===== config.mk =====
export PLATFORM = sky130hd
export DESIGN_NAME = sbus_frame_decoder_unit
export DESIGN_NICKNAME = d
export VERILOG_FILES = /design/src/rtl/core/sbfd_pkg.sv /design/src/rtl/core/sbus_frame_decoder_unit.sv /design/src/rtl/core/sbfd_front.sv /design/src/rtl/core/sbfd_queue.sv /design/src/rtl/core/sbfd_back.sv
export VERILOG_INCLUDE_DIRS = /design/src /design/src/rtl/core
export SDC_FILE = /design/constraint.sdc
export NUM_CORES = 1
export LEC_CHECK = 0
export ABC_CLOCK_PERIOD_IN_PS = 35600
export BUFFER_PORTS_ARGS = -buffer_cell sky130_fd_sc_hd__buf_2
export CAP_MARGIN = 5
export CORE_ASPECT_RATIO = 0.5
export CORE_MARGIN = 8
export CORE_UTILIZATION = 66
export CTS_CLUSTER_DIAMETER = 200
export CTS_CLUSTER_SIZE = 40
export DETAILED_ROUTE_END_ITERATION = 16
export PLACE_DENSITY_LB_ADDON = 0.25
export SETUP_SLACK_MARGIN = 0.05
export SLEW_MARGIN = 20
export SYNTH_ARGS = -nofsm -noshare
export SYNTH_HDL_FRONTEND = slang
export SYNTH_SLANG_ARGS = --single-unit

===== constraint.sdc =====
create_clock -name clock -period 35.6 [get_ports clock]
set_clock_uncertainty 0.05 [all_clocks]
set_input_delay 8.9 -clock clock [delete_from_list [all_inputs] [get_ports clock]]
set_output_delay 8.9 -clock clock [all_outputs]
set_load 0.02 [all_outputs]

===== src/rtl/core/sbus_frame_decoder_unit_defines.svh =====
// ----------------------------------------------------------------------------
// sbus_frame_decoder_unit_defines.svh
// Assertion macros for the frame decoder; empty bodies in synthesis.
// ----------------------------------------------------------------------------
`ifndef SBUS_FRAME_DECODER_UNIT_DEFINES_SVH
`define SBUS_FRAME_DECODER_UNIT_DEFINES_SVH

`ifndef SYNTHESIS

// property must hold at every clock edge out of reset
`define SBFD_ASSERT(label, clk, rst, prop, msg) \
   label: assert property (@(posedge clk) disable iff (rst) prop) else $error(msg);

// condition must never be seen out of reset
`define SBFD_ASSERT_NEVER(label, clk, rst, cond, msg) \
   label: assert property (@(posedge clk) disable iff (rst) !(cond)) else $error(msg);

`else

`define SBFD_ASSERT(label, clk, rst, prop, msg)
`define SBFD_ASSERT_NEVER(label, clk, rst, cond, msg)

`endif

`endif


===== src/rtl/core/sbfd_pkg.sv =====
// ----------------------------------------------------------------------------
// sbfd_pkg
// Shared types and constants of the SBUS frame decoder.
// ----------------------------------------------------------------------------
package sbfd_pkg;

   localparam int CHAN_COUNT = 16;
   localparam int CHAN_WIDTH = 11;
   localparam int DATA_LEN   = 22;

   // frame position codes
   localparam logic [4:0] POS_HUNT       = 5'd0;
   localparam logic [4:0] POS_FIRST_DATA = 5'd1;
   localparam logic [4:0] POS_LAST_DATA  = 5'd22;
   localparam logic [4:0] POS_FLAGS      = 5'd23;
   localparam logic [4:0] POS_FOOTER     = 5'd24;

   // register indexes
   localparam logic CSR_HEADER = 1'b0;
   localparam logic CSR_FOOTER = 1'b1;

   localparam logic [7:0] HEADER_RESET = 8'h0F;
   localparam logic [7:0] FOOTER_RESET = 8'h00;

   localparam logic [3:0] CHAN_LAST = 4'd15;

   // 22 data bytes, LSB-first; channel k sits at bit 11k
   typedef logic [CHAN_COUNT-1:0][CHAN_WIDTH-1:0] frame_type;

   // front to queue
   typedef struct packed {
      logic      push;
      frame_type frame;
   } queue_wr_type;

   // queue to back and front
   typedef struct packed {
      logic      valid;
      logic      full;
      frame_type frame;
   } queue_rd_type;

endpackage


===== src/rtl/core/sbus_frame_decoder_unit.sv =====
// ----------------------------------------------------------------------------
// sbus_frame_decoder_unit
// SBUS 16-channel decoder: bytes in, one 11-bit channel value per word out.
//
//   channel  ports                              word
//   req      req_valid / req_stall              one received byte
//   rsp      rsp_valid / rsp_stall              channel index, value, last flag
//   csr      csr_write_enable / csr_index       header (0) or footer (1) byte
//
// The parser takes one byte per cycle unless stalled; a good footer pushes the
// frame into a two-entry queue. The emitter sends 16 words per frame, one per
// cycle unless stalled. req_stall rises only on a footer byte while both queue
// entries are taken. Reset is synchronous; no clearing pass is needed.
// rsp_stall holds the output register; the parser keeps running behind it.
// ----------------------------------------------------------------------------
`include "sbus_frame_decoder_unit_defines.svh"

module sbus_frame_decoder_unit (
   input  logic        clock,
   input  logic        reset,
   input  logic        req_valid,
   output logic        req_stall,
   input  logic [7:0]  req_rx_byte,
   output logic        rsp_valid,
   input  logic        rsp_stall,
   output logic [3:0]  rsp_channel_index,
   output logic [10:0] rsp_channel_value,
   output logic        rsp_frame_last,
   input  logic        csr_write_enable,
   input  logic        csr_index,
   input  logic [7:0]  csr_write_data
);
   import sbfd_pkg::*;

   queue_wr_type queue_wr;
   queue_rd_type queue_rd;
   logic         queue_pop;

   // byte parser
   sbfd_front u_front (
      .clock            (clock),
      .reset            (reset),
      .req_valid        (req_valid),
      .req_stall        (req_stall),
      .req_rx_byte      (req_rx_byte),
      .csr_write_enable (csr_write_enable),
      .csr_index        (csr_index),
      .csr_write_data   (csr_write_data),
      .queue_full       (queue_rd.full),
      .queue_wr         (queue_wr)
   );

   // frame queue
   sbfd_queue u_queue (
      .clock     (clock),
      .reset     (reset),
      .queue_wr  (queue_wr),
      .queue_pop (queue_pop),
      .queue_rd  (queue_rd)
   );

   // channel emitter
   sbfd_back u_back (
      .clock             (clock),
      .reset             (reset),
      .queue_rd          (queue_rd),
      .queue_pop         (queue_pop),
      .rsp_valid         (rsp_valid),
      .rsp_stall         (rsp_stall),
      .rsp_channel_index (rsp_channel_index),
      .rsp_channel_value (rsp_channel_value),
      .rsp_frame_last    (rsp_frame_last)
   );

   // checks
   `SBFD_ASSERT(a_last_on_chan15, clock, reset, rsp_valid && rsp_frame_last |-> rsp_channel_index == CHAN_LAST, "frame_last on a channel other than 15")
   `SBFD_ASSERT(a_chan_sequence, clock, reset, rsp_valid && !rsp_stall && !rsp_frame_last |=> rsp_valid && rsp_channel_index == $past(rsp_channel_index) + 4'd1, "channel run broken inside a frame")
   `SBFD_ASSERT_NEVER(a_stall_needs_frame, clock, reset, req_stall && !queue_rd.valid, "input stalled with an empty frame queue")

endmodule


===== src/rtl/core/sbfd_front.sv =====
// ----------------------------------------------------------------------------
// sbfd_front
// Byte parser: header hunt, data byte capture, footer check, frame push.
// ----------------------------------------------------------------------------
module sbfd_front (
   input  logic                  clock,
   input  logic                  reset,
   input  logic                  req_valid,
   output logic                  req_stall,
   input  logic [7:0]            req_rx_byte,
   input  logic                  csr_write_enable,
   input  logic                  csr_index,
   input  logic [7:0]            csr_write_data,
   input  logic                  queue_full,
   output sbfd_pkg::queue_wr_type queue_wr
);
   import sbfd_pkg::*;

   logic [7:0]  header_ff;
   logic [7:0]  footer_ff;
   logic [4:0]  pos_ff;
   logic [4:0]  pos_in;
   logic [7:0]  prior_ff;
   logic [DATA_LEN*8-1:0] data_ff;
   logic [DATA_LEN*8-1:0] data_in;
   logic        accept;
   logic        push;

   // hold the footer word only when no frame slot is free
   assign req_stall = (pos_ff == POS_FOOTER) && queue_full;
   assign accept    = req_valid && !req_stall;

   // config registers
   always_ff @(posedge clock) begin
      if (reset) begin
         header_ff <= HEADER_RESET;
         footer_ff <= FOOTER_RESET;
      end else if (csr_write_enable) begin
         case (csr_index)
            CSR_HEADER: header_ff <= csr_write_data;
            CSR_FOOTER: footer_ff <= csr_write_data;
            default:    ;
         endcase
      end
   end

   // position / capture next state
   always_comb begin
      pos_in  = pos_ff;
      data_in = data_ff;
      push    = 1'b0;
      if (accept) begin
         if (pos_ff == POS_HUNT) begin
            if (req_rx_byte == header_ff && prior_ff == footer_ff) begin
               pos_in = POS_FIRST_DATA;
            end
         end else if (pos_ff <= POS_FLAGS) begin
            // data bytes shift in from the top; flags word is dropped
            if (pos_ff <= POS_LAST_DATA) begin
               data_in = {req_rx_byte, data_ff[DATA_LEN*8-1:8]};
            end
            pos_in = pos_ff + 5'd1;
         end else if (pos_ff == POS_FOOTER) begin
            push   = (req_rx_byte == footer_ff);
            pos_in = POS_HUNT;
         end else begin
            pos_in = POS_HUNT;
         end
      end
   end

   always_ff @(posedge clock) begin
      if (reset) begin
         pos_ff   <= POS_HUNT;
         prior_ff <= FOOTER_RESET;
      end else begin
         pos_ff <= pos_in;
         if (accept) begin
            prior_ff <= req_rx_byte;
         end
      end
   end

   // data bytes need no reset
   always_ff @(posedge clock) begin
      data_ff <= data_in;
   end

   assign queue_wr.push  = push;
   assign queue_wr.frame = frame_type'(data_ff);

endmodule


===== src/rtl/core/sbfd_queue.sv =====
// ----------------------------------------------------------------------------
// sbfd_queue
// Two-frame queue between the byte parser and the channel emitter.
// ----------------------------------------------------------------------------
module sbfd_queue (
   input  logic                   clock,
   input  logic                   reset,
   input  sbfd_pkg::queue_wr_type queue_wr,
   input  logic                   queue_pop,
   output sbfd_pkg::queue_rd_type queue_rd
);
   import sbfd_pkg::*;

   frame_type  entry_ff [2];
   logic       wr_ptr_ff;
   logic       rd_ptr_ff;
   logic [1:0] count_ff;
   logic       do_push;
   logic       do_pop;

   assign do_push = queue_wr.push && (count_ff != 2'd2);
   assign do_pop  = queue_pop && (count_ff != 2'd0);

   // pointers and fill count
   always_ff @(posedge clock) begin
      if (reset) begin
         wr_ptr_ff <= 1'b0;
         rd_ptr_ff <= 1'b0;
         count_ff  <= 2'd0;
      end else begin
         if (do_push) begin
            wr_ptr_ff <= !wr_ptr_ff;
         end
         if (do_pop) begin
            rd_ptr_ff <= !rd_ptr_ff;
         end
         case ({do_push, do_pop})
            2'b10:   count_ff <= count_ff + 2'd1;
            2'b01:   count_ff <= count_ff - 2'd1;
            default: count_ff <= count_ff;
         endcase
      end
   end

   // frame storage
   always_ff @(posedge clock) begin
      if (do_push) begin
         entry_ff[wr_ptr_ff] <= queue_wr.frame;
      end
   end

   assign queue_rd.valid = (count_ff != 2'd0);
   assign queue_rd.full  = (count_ff == 2'd2);
   assign queue_rd.frame = entry_ff[rd_ptr_ff];

endmodule


===== src/rtl/core/sbfd_back.sv =====
// ----------------------------------------------------------------------------
// sbfd_back
// Channel emitter: walks the head frame, one 11-bit channel per word.
// ----------------------------------------------------------------------------
module sbfd_back (
   input  logic                   clock,
   input  logic                   reset,
   input  sbfd_pkg::queue_rd_type queue_rd,
   output logic                   queue_pop,
   output logic                   rsp_valid,
   input  logic                   rsp_stall,
   output logic [3:0]             rsp_channel_index,
   output logic [10:0]            rsp_channel_value,
   output logic                   rsp_frame_last
);
   import sbfd_pkg::*;

   logic [3:0]  chan_ff;
   logic        out_valid_ff;
   logic [3:0]  out_index_ff;
   logic [10:0] out_value_ff;
   logic        out_last_ff;
   logic        load;
   logic        issue;

   // output register free or draining this cycle
   assign load      = !out_valid_ff || !rsp_stall;
   assign issue     = load && queue_rd.valid;
   assign queue_pop = issue && (chan_ff == CHAN_LAST);

   always_ff @(posedge clock) begin
      if (reset) begin
         chan_ff      <= 4'd0;
         out_valid_ff <= 1'b0;
      end else begin
         if (load) begin
            out_valid_ff <= queue_rd.valid;
         end
         if (issue) begin
            chan_ff <= chan_ff + 4'd1;
         end
      end
   end

   // payload of the output register
   always_ff @(posedge clock) begin
      if (issue) begin
         out_index_ff <= chan_ff;
         out_value_ff <= queue_rd.frame[chan_ff];
         out_last_ff  <= (chan_ff == CHAN_LAST);
      end
   end

   assign rsp_valid         = out_valid_ff;
   assign rsp_channel_index = out_index_ff;
   assign rsp_channel_value = out_value_ff;
   assign rsp_frame_last    = out_last_ff;

endmodule


==> metrics <==
status=finished, final reports clean; Post-Syn Nets=between 900 and 1,000; PwrDens=46.9 nW/um2; Setup CP Type=in -> reg; Ports=40; Final Max Tran Viols=0; Setup TNS=0 ps; Vias/cell=around 6.3; pin count of the biggest net entering global routing=177; Worst VDD drop=0.0321 mV; Die Y=141 um; CTS Buffer Depth=3; Mapped Avg Cell Area=22.1 um2; hold_sp=u_front.data_ff[1]; gp weighted congestion=0.792; CTS buffer count=18; final-report hold violation count=0; Crit. End Element=flop; Finished Core Util=70.1%; Root Driver=clkbuf_16; PostCTS Resize Cnt=0; ys async rst share=0%; Initial Util=66.3%; Area growth syn-to-layout=5.79%; average routed wire per standard cell=around 25 um; hold buffers post-CTS=0; initial DRC count=968; Tmin final=between 10,000 and 15,000 ps; setup violators final=0; Worst-Margin Slew=1070 ps; register area share after synthesis=82.5%; first drt pass iteration count=5; Die Area=37,700 um2; first-pass GRT wire length=52,700 um; MaxCap Viol Count=0; antenna violations before repair=0; HPWL after detailed placement=20,700 um; GRT overflow=0; Worst-path clk slew=120 ps; Worst Path Max Fanout=176; FP Rows=46; Pleak=6.53 nW; fin cells=1,400; EDFF count, synth=544; RSZ-0062 raised after global routing=no; port buffer count=39; diode count=0; Fill cells=1,850; TritonCTS Sinks=583; H-tree depth=1; worst rel slew slack=28.8%; Primary FF master, synth=edfxtp_1; final WL=34,400 um; Vias=8,774; crit share post-route=31.7%; CTS tree=done; share of cells above drive strength 1=17.0%; Cell Area, Synth=about 21,000 um2; Placed Cells=1,374; nets=989; Synth Register Bits=583; Cells after Synth=938; Min-Delay Path Class=reg -> reg; Die X-Extent=267 um; Ys Warns=0; Core ar.=about 31,000 um2; Global Route Usage Sum=18.3%; vias in the first global route=slightly above 9,000; Worst EP required=~36,000 ps; clk_lat worst skew=550 ps; Yosys cell types=39; FF+latch area=17,100 um2; max frequency=roughly 89 MHz; Post-DRT Antenna Nets=0; # Post-CTS Setup Buffers=0; multi-input logic area=between 3000 and 4000 um2; CP Launch Type=input port; # DRC=0; CP startpoint=req_rx_byte[7]; Worst Path Arrival=11,420 ps
-- cell families (layout without fill, tap and decap cells) --
kind of cell,count (synthesis),in the layout,synth area share (%)
mux,101,101,10.2
fa+ha+maj,5,5,0.302
compound gates,77,77,2.32
xor+xnor,31,31,1.34
buf+inv,47,77,0.977
flops,583,583,82.5
simple gates,94,94,2.38
-- layout make-up --
cell class	count	share of cell area, %
flip-flops and latches	583	78.0
multi-input cells	308	15.8
well taps	432	2.46
clock buffers	25	2.27
repair buffers	47	1.33
clock inverters	1	0.0912
inverters	4	0.0684
-- path summary, 6_finish.rpt --
| kind | to | slack (ps) | cells after the start |
|---|---|---|---|
| max | u_queue.entry_ff[1][15] | 24310 | 6 |
| min | u_queue.entry_ff[1][1] | 410 | 0 |
| max reg2reg | u_back.rsp_channel_value[4] | 32140 | 5 |
| min reg2reg | u_queue.entry_ff[1][1] | 410 | 0 |
-- cells in the final DEF (no fill, tap or decap), types with 2 or more instances in the layout --
master	count
or4_1	3
edfxtp_1	544
o21ai_0	3
mux4_2	88
nor2_4	2
and2_1	2
buf_12	3
nand4_1	6
a21oi_1	15
clkbuf_1	6
xor2_1	6
clkbuf_16	19
nand2b_1	2
nor2_1	26
nor3_1	2
buf_4	5
a31oi_1	2
buf_2	39
dfxtp_1	37
nand3_1	10
xnor2_1	24
o21bai_1	2
nor2b_1	5
or3b_2	2
nor4_1	11
o22ai_1	44
or3_1	2
ha_1	5
nand3b_1	3
a211o_1	4
mux2i_1	13
inv_1	4
dfxtp_4	2
nand2_1	16
-- cells in the mapped netlist, types with 2 or more instances --
master / instances / area share [%]
a211o_1: 4 / 0.17
a21oi_1: 17 / 0.41
a31oi_1: 2 / 0.060
and2_1: 2 / 0.060
buf_1: 3 / 0.054
buf_2: 12 / 0.29
clkbuf_1: 26 / 0.47
dfxtp_1: 39 / 3.8
edfxtp_1: 544 / 79
ha_1: 5 / 0.30
inv_1: 4 / 0.072
mux2i_1: 13 / 0.63
mux4_2: 88 / 9.6
nand2_1: 16 / 0.29
nand2b_1: 2 / 0.060
nand3_1: 10 / 0.24
nand3b_1: 3 / 0.11
nand4_1: 6 / 0.18
nor2_1: 28 / 0.51
nor2b_1: 5 / 0.15
nor3_1: 2 / 0.048
nor4_1: 11 / 0.33
o21ai_0: 4 / 0.096
o21bai_1: 2 / 0.072
o22ai_1: 44 / 1.3
or3_1: 2 / 0.060
or3b_2: 2 / 0.084
or4_1: 3 / 0.11
xnor2_1: 24 / 1.0
xor2_1: 6 / 0.25
-- critical path, stage by stage --
cell	delay (ps)
buf_2	130
xor2_1	140
or4_1	500
or4_1	710
nor2_4	170
buf_12	680
-- state kept, by name, indices dropped and copies added, names as in the netlist, named ones only --
signal	count
u_front.header_ff	8
u_front.pos_ff	5
u_back.chan_ff	4
u_back.rsp_channel_index	4
u_back.rsp_valid	1
u_queue.entry_ff	352
u_queue.count_ff	2
u_front.data_ff	176
u_back.rsp_frame_last	1
u_queue.wr_ptr_ff	1
u_back.rsp_channel_value	11
u_front.prior_ff	8
u_front.footer_ff	8
u_queue.rd_ptr_ff	1
-- layer usage --
metal / global-route usage [%] / up-vias / wire [um]
li1: - / 3856 / -
met1: 26.1 / 4641 / 14700
met4: 2.99 / 0 / 525
met5: 0 / - / 0
met3: 3.44 / 28 / 1940
met2: 30.3 / 249 / 17200
-- power breakdown --
group          switching [mW]  leakage, nW  internal, mW  total, mW
Sequential            0.00132         5.20         0.738      0.739
Clock                   0.180        0.251         0.102      0.281
Combinational         0.00511         1.08       0.00435    0.00947
-- metrics by stage --
stage                     setup WS (ps)  power [mW]  cell area (um2)  hold WS [ps]
after global placement            23800       0.764            21400           377
after detailed placement          23780       0.764            21400           383
after CTS                         24370        1.04            21900           413
after global routing              24250        1.06            21900           422
final                             24310        1.03            21900           413
after floorplan                   17290       0.761            20700           356
(Power assumes the default switching activity.)
